### src/sv/voxel_face_culling_extractor_unit_defines.svh
// ----------------------------------------------------------------------------
// Voxel face culling extractor assertion macros
// Shared property forms for the concurrent checks of the extractor top level.
// ----------------------------------------------------------------------------
`ifndef VOXEL_FACE_CULLING_EXTRACTOR_UNIT_DEFINES_SVH
`define VOXEL_FACE_CULLING_EXTRACTOR_UNIT_DEFINES_SVH

// The consequent must hold in the same cycle as the antecedent.
`define VFCE_ASSERT_NOW(label, clk, rst_n, ante, cons, msg) \
    label: assert property (@(posedge clk) disable iff (!rst_n) (ante) |-> (cons)) \
        else $error(msg);

// The consequent must hold in the cycle after the antecedent.
`define VFCE_ASSERT_NEXT(label, clk, rst_n, ante, cons, msg) \
    label: assert property (@(posedge clk) disable iff (!rst_n) (ante) |=> (cons)) \
        else $error(msg);

`endif

### src/sv/vfce_pkg.sv
// ----------------------------------------------------------------------------
// Voxel face culling extractor package
// Types, codes and the face corner table shared by the extractor modules.
// ----------------------------------------------------------------------------
package vfce_pkg;

    localparam int VFCE_MAX_DIM = 32;
    localparam int FUNC_W       = 2;
    localparam int COORD_W      = 5;
    localparam int SIZE_W       = 6;
    localparam int EXT_W        = 7;
    localparam int CNT_W        = 20;
    localparam int DIR_W        = 3;
    localparam int CORNER_W     = 3;
    localparam int NUM_DIRS     = 6;
    localparam int CFG_IDX_W    = 2;
    localparam int RD_IDX_W     = 3;

    localparam logic [SIZE_W-1:0] SIZE_RESET = SIZE_W'(32);
    localparam logic [CNT_W-1:0]  CNT_STEP   = CNT_W'(4);

    typedef enum logic [FUNC_W-1:0] {
        FUNC_WRITE = 2'd0,
        FUNC_QUERY = 2'd1,
        FUNC_CLEAR = 2'd2
    } t_func;

    typedef enum logic [CFG_IDX_W-1:0] {
        CFG_SIZE_X = 2'd0,
        CFG_SIZE_Y = 2'd1,
        CFG_SIZE_Z = 2'd2
    } t_cfg_reg;

    typedef enum logic [DIR_W-1:0] {
        DIR_NX = 3'd0,
        DIR_PX = 3'd1,
        DIR_NY = 3'd2,
        DIR_PY = 3'd3,
        DIR_NZ = 3'd4,
        DIR_PZ = 3'd5
    } t_dir;

    // Row reads of one query: the voxel's own row, then its four side rows.
    typedef enum logic [RD_IDX_W-1:0] {
        RD_CENTER = 3'd0,
        RD_XM     = 3'd1,
        RD_XP     = 3'd2,
        RD_YM     = 3'd3,
        RD_YP     = 3'd4
    } t_rd;

    typedef enum logic [2:0] {
        S_CLEAR,
        S_IDLE,
        S_DECODE,
        S_WR_RD,
        S_WR_WR,
        S_LOOK,
        S_LOOK_WAIT,
        S_EMIT
    } t_state;

    typedef struct packed {
        logic [FUNC_W-1:0]  func;
        logic [COORD_W-1:0] vox_x;
        logic [COORD_W-1:0] vox_y;
        logic [COORD_W-1:0] vox_z;
        logic               active_in;
    } t_in;

    typedef struct packed {
        logic                face_valid;
        logic [DIR_W-1:0]    face_dir;
        logic [CNT_W-1:0]    base_vertex;
        logic [CORNER_W-1:0] corner_a;
        logic [CORNER_W-1:0] corner_b;
        logic [CORNER_W-1:0] corner_c;
        logic [CORNER_W-1:0] corner_d;
        logic                last;
    } t_out;

    typedef struct packed {
        logic [CORNER_W-1:0] a;
        logic [CORNER_W-1:0] b;
        logic [CORNER_W-1:0] c;
        logic [CORNER_W-1:0] d;
    } t_corners;

    typedef struct packed {
        logic accept;
        logic rd_issue;
        logic rd_capture;
        logic wr_row;
        logic clr_step;
        logic cnt_clear;
        logic emit;
    } t_ctrl_cmd;

    typedef struct packed {
        logic [FUNC_W-1:0] func;
        logic              in_grid;
        logic              rd_last;
        logic              clr_done;
        logic              emit_last;
    } t_dp_status;

    function automatic t_corners corner_of(input t_dir dir);
        t_corners c;
        unique case (dir)
            DIR_NX:  c = '{a: 3'd4, b: 3'd5, c: 3'd1, d: 3'd0};
            DIR_PX:  c = '{a: 3'd3, b: 3'd2, c: 3'd6, d: 3'd7};
            DIR_NY:  c = '{a: 3'd4, b: 3'd0, c: 3'd3, d: 3'd7};
            DIR_PY:  c = '{a: 3'd1, b: 3'd5, c: 3'd6, d: 3'd2};
            DIR_NZ:  c = '{a: 3'd0, b: 3'd1, c: 3'd2, d: 3'd3};
            DIR_PZ:  c = '{a: 3'd7, b: 3'd6, c: 3'd5, d: 3'd4};
            default: c = '0;
        endcase
        return c;
    endfunction

endpackage

### src/sv/vfce_ctrl.sv
// ----------------------------------------------------------------------------
// Extractor controller
// Sequences the clearing pass, voxel writes, row reads and face beats.
// ----------------------------------------------------------------------------
module vfce_ctrl import vfce_pkg::*; (
    input  logic       i_clk,
    input  logic       i_rst_n,
    input  logic       i_start,
    input  t_dp_status i_status,
    output logic       o_busy,
    output t_ctrl_cmd  o_cmd
);

    t_state r_state;
    t_state n_state;

    always_ff @(posedge i_clk) begin
        if (!i_rst_n) begin
            r_state <= S_CLEAR;
        end else begin
            r_state <= n_state;
        end
    end

    always_comb begin
        n_state = r_state;
        unique case (r_state)
            S_CLEAR: begin
                if (i_status.clr_done) begin
                    n_state = S_IDLE;
                end
            end
            S_IDLE: begin
                if (i_start) begin
                    n_state = S_DECODE;
                end
            end
            S_DECODE: begin
                unique case (i_status.func)
                    FUNC_WRITE: n_state = i_status.in_grid ? S_WR_RD : S_IDLE;
                    FUNC_QUERY: n_state = S_LOOK;
                    default:    n_state = S_IDLE;
                endcase
            end
            S_WR_RD:     n_state = S_WR_WR;
            S_WR_WR:     n_state = S_IDLE;
            S_LOOK: begin
                if (i_status.rd_last) begin
                    n_state = S_LOOK_WAIT;
                end
            end
            S_LOOK_WAIT: n_state = S_EMIT;
            S_EMIT: begin
                if (i_status.emit_last) begin
                    n_state = S_IDLE;
                end
            end
            default:     n_state = S_CLEAR;
        endcase
    end

    always_comb begin
        o_cmd  = '0;
        o_busy = (r_state != S_IDLE);
        unique case (r_state)
            S_CLEAR:  o_cmd.clr_step  = 1'b1;
            S_IDLE:   o_cmd.accept    = i_start;
            S_DECODE: o_cmd.cnt_clear = (i_status.func == FUNC_CLEAR);
            S_WR_RD:  o_cmd.rd_issue  = 1'b1;
            S_WR_WR:  o_cmd.wr_row    = 1'b1;
            S_LOOK: begin
                o_cmd.rd_issue   = 1'b1;
                o_cmd.rd_capture = 1'b1;
            end
            S_EMIT:   o_cmd.emit      = 1'b1;
            default:  o_cmd           = '0;
        endcase
    end

endmodule

### config.mk
export PLATFORM = sky130hd
export DESIGN_NAME = vfce_ctrl
export DESIGN_NICKNAME = d
export VERILOG_FILES = /design/src/sv/voxel_face_culling_extractor_unit_defines.svh /design/src/sv/vfce_pkg.sv /design/src/sv/vfce_ctrl.sv
export SDC_FILE = /design/constraint.sdc
export NUM_CORES = 1
export LEC_CHECK = 0
export ABC_AREA = 1
export BUFFER_PORTS_ARGS = -buffer_cell sky130_fd_sc_hd__clkbuf_2
export CELL_PAD_IN_SITES_DETAIL_PLACEMENT = 0
export CELL_PAD_IN_SITES_GLOBAL_PLACEMENT = 1
export CORE_AREA = 2 2 39 41
export CTS_CLUSTER_DIAMETER = 150
export DETAILED_ROUTE_END_ITERATION = 12
export DIE_AREA = 0 0 41 43
export GPL_TIMING_DRIVEN = 0
export PLACE_DENSITY_LB_ADDON = 0.1
export SLEW_MARGIN = 10
export SYNTH_ARGS = -nofsm -noshare
export SYNTH_HDL_FRONTEND = slang
export SYNTH_SLANG_ARGS = --single-unit
### constraint.sdc
create_clock -name i_clk -period 3.6 [get_ports i_clk]
set_clock_uncertainty 0.15 [all_clocks]
set_input_delay 0 -clock i_clk [delete_from_list [all_inputs] [get_ports i_clk]]
set_output_delay 0 -clock i_clk [all_outputs]
set_load 0.005 [all_outputs]
==> metrics <==
status=finished, final reports clean; CTS Sinks=3; hpwl dp=651 um; # nets final=96; DIE AREA=0.00176 mm2; TritonCTS Buffers=3; Starting Density=24.1%; Wirelength per Cell=7.81 um; number of global-route vias before repair=294; post_cts resized=0; mean post-synth cell area=5.12 um2; CP max stage cell=dfxtp_1; vias per std cell=4.05; worst skew pair latency=0.23 ns; CP cell instances=inv_2 -> nand3_2 -> o21ai_1 -> nor2_1 -> nand3_1 -> nand2_1 -> inv_1; Cell Rows=14; worst slack at placement=2.17 ns; initial drt markers=1; antenna violations before repair=0; Fillers=168; final hold violation count=0; GP Congestion=0.705; setup_tns=0 ns; Pleak=0.325 nW; Largest Register=r_state; worst path required time=3.58 ns; final wirelength=797 um; fmax=721 MHz; layout cells sized above 1=29.1%; largest net degree at the start of global routing=9; Die X-Extent=41 um; via count=413; synth warn=0; worst min-delay path category=in2reg; Worst Setup End Kind=flop; iteration count of the initial detailed-routing pass=3; level count of the clock H-tree=1; RSZ-0062 raised after global routing=false; maximum vdd drop=0.202 mV; cell family with most CP delay=simple AND/OR/NAND/NOR gates; Tcrit/Tclk final=38.5%; CTS max path bufs=2; total gr overflow=0; Pins Over Slew Limit=0; Final WS setup=2.21 ns; Yosys cell types=14; max FFs per register=3; crit-path max FO=7; DRC errors left=0; clock period minus worst slack=1.39 ns; Mapped Nets=74; PortBufs=16; area growth from synthesis to final layout=41.0%; Cells after Synth=65; sequential-to-total area share from yosys stat=18.0%; Antenna Nets Post-Route=0; pwr dens=639 mW/mm2; Slew Limit Headroom=79.8%; die height=43 um; WS Path Type=reg2reg; WP buf/inv=2; Reg clk slew, reported paths=0.04 ns; #FFs+latches synth=3; first-pass GRT wire length=1.16 mm; core box area=0.00138 mm2; IO Pins=17; endpoints failing setup=0; Synth Cell Area=333 um2; root buffer cell=clkbuf_4; Antenna Cells=0; gr usage total=9.83%; Critical Path Start Type=flop; Critical Path AT=1.37 ns; worst slew pin tran=0.303 ns; Slowest Stage Delay on Critical Path=0.45 ns; CTS tree=built; biggest regs=r_state: 3 flops; total of max-cap violations=0
==> layer usage <==
| metal | track usage [%] | wire length [um] | vias up |
|---|---|---|---|
| met1 | 12.8 | 404 | 163 |
| met5 | 0 | 0 | - |
| met4 | 6.00 | 19 | 0 |
| met2 | 14.4 | 320 | 13 |
| met3 | 1.57 | 53 | 2 |
| li1 | - | - | 235 |
==> worst paths after layout <==
kind | from | to | slack (ns) | depth (start not counted)
setup / recovery | r_state[2]$_SDFFE_PN0P_ | r_state[0]$_SDFFE_PN0P_ | 2.21 | 7
hold / removal | i_status[1] | r_state[0]$_SDFFE_PN0P_ | 0.02 | 7
setup reg to reg | r_state[2]$_SDFFE_PN0P_ | r_state[0]$_SDFFE_PN0P_ | 2.21 | 7
hold reg to reg | r_state[2]$_SDFFE_PN0P_ | r_state[2]$_SDFFE_PN0P_ | 0.41 | 2
==> layout make-up <==
class	instances	area (um2)	share of cell area (%)
Tap cell	16	20.0	4.27
Timing Repair Buffer	17	90.1	19.2
Multi-Input combinational cell	42	194	41.3
Inverter	19	71.3	15.2
Sequential cell	3	60.1	12.8
Buffer	1	7.51	1.60
Clock buffer	4	26.3	5.60
==> through the flow <==
step           std cells  instance area (um2)  utilization (%)  power [mW]  hold slack [ns]
6_report             102                  469             33.9       0.300           0.0237
5_1_grt              102                  469             33.9       0.343           0.0669
4_1_cts              102                  469             33.9       0.308           0.0294
3_5_place_dp          97                  433             31.3       0.247           0.0952
3_3_place_gp          97                  433             31.3       0.246           0.0955
2_1_floorplan         65                  333                -       0.190           -0.115
==> cells by family (layout without fill, tap and decap cells) <==
logic type	after synthesis	after routing	synth area share, %
AO/OA/AOI/OAI	3	3	4.51
AND/OR/NAND/NOR	39	39	53.8
buffers and inverters	20	41	23.7
flip-flops	3	3	18.0
==> synthesized netlist by cell type <==
| master | count | area (um2) |
|---|---|---|
| a21oi_1 | 1 | 5.00 |
| buf_4 | 1 | 7.51 |
| dfxtp_1 | 3 | 60.1 |
| inv_1 | 18 | 67.6 |
| inv_2 | 1 | 3.75 |
| nand2_1 | 15 | 56.3 |
| nand3_1 | 4 | 20.0 |
| nand3_2 | 3 | 30.0 |
| nand4_1 | 1 | 6.26 |
| nor2_1 | 13 | 48.8 |
| nor2_2 | 1 | 6.26 |
| nor3_1 | 1 | 5.00 |
| nor4_1 | 1 | 6.26 |
| o21ai_1 | 2 | 10.0 |
==> cells in the final DEF, fill, tap and decap left out, drive strengths merged <==
cell type / count
nor4: 1
dlygate4sd3: 1
nor2: 14
buf: 1
nand3: 7
nor3: 1
o21ai: 2
clkbuf: 20
dfxtp: 3
nand2: 15
nand4: 1
inv: 19
a21oi: 1
==> power breakdown <==
part           leakage [nW]  switching [mW]  internal (mW)  total, mW
clock network        0.0150          0.0170         0.0415     0.0585
logic                 0.285           0.107         0.0715      0.178
registers            0.0247          0.0173         0.0460     0.0632
==> worst min-delay path, stage by stage <==
cell and delay (ns):
clkbuf_2 0.08, inv_1 0.04, nand3_2 0.08, nand2_1 0.05, inv_1 0.04, nand2_1 0.04
inv_1 0.04
==> timing repair <==
item / CTS / global route
endpoints found under the hold margin: 3 / 0
hold buffers: 1 / 0
setup endpoints to repair: 0 / 0
buffers inserted: 0 / 0
Note: power is estimated with default switching activity, not from simulation.
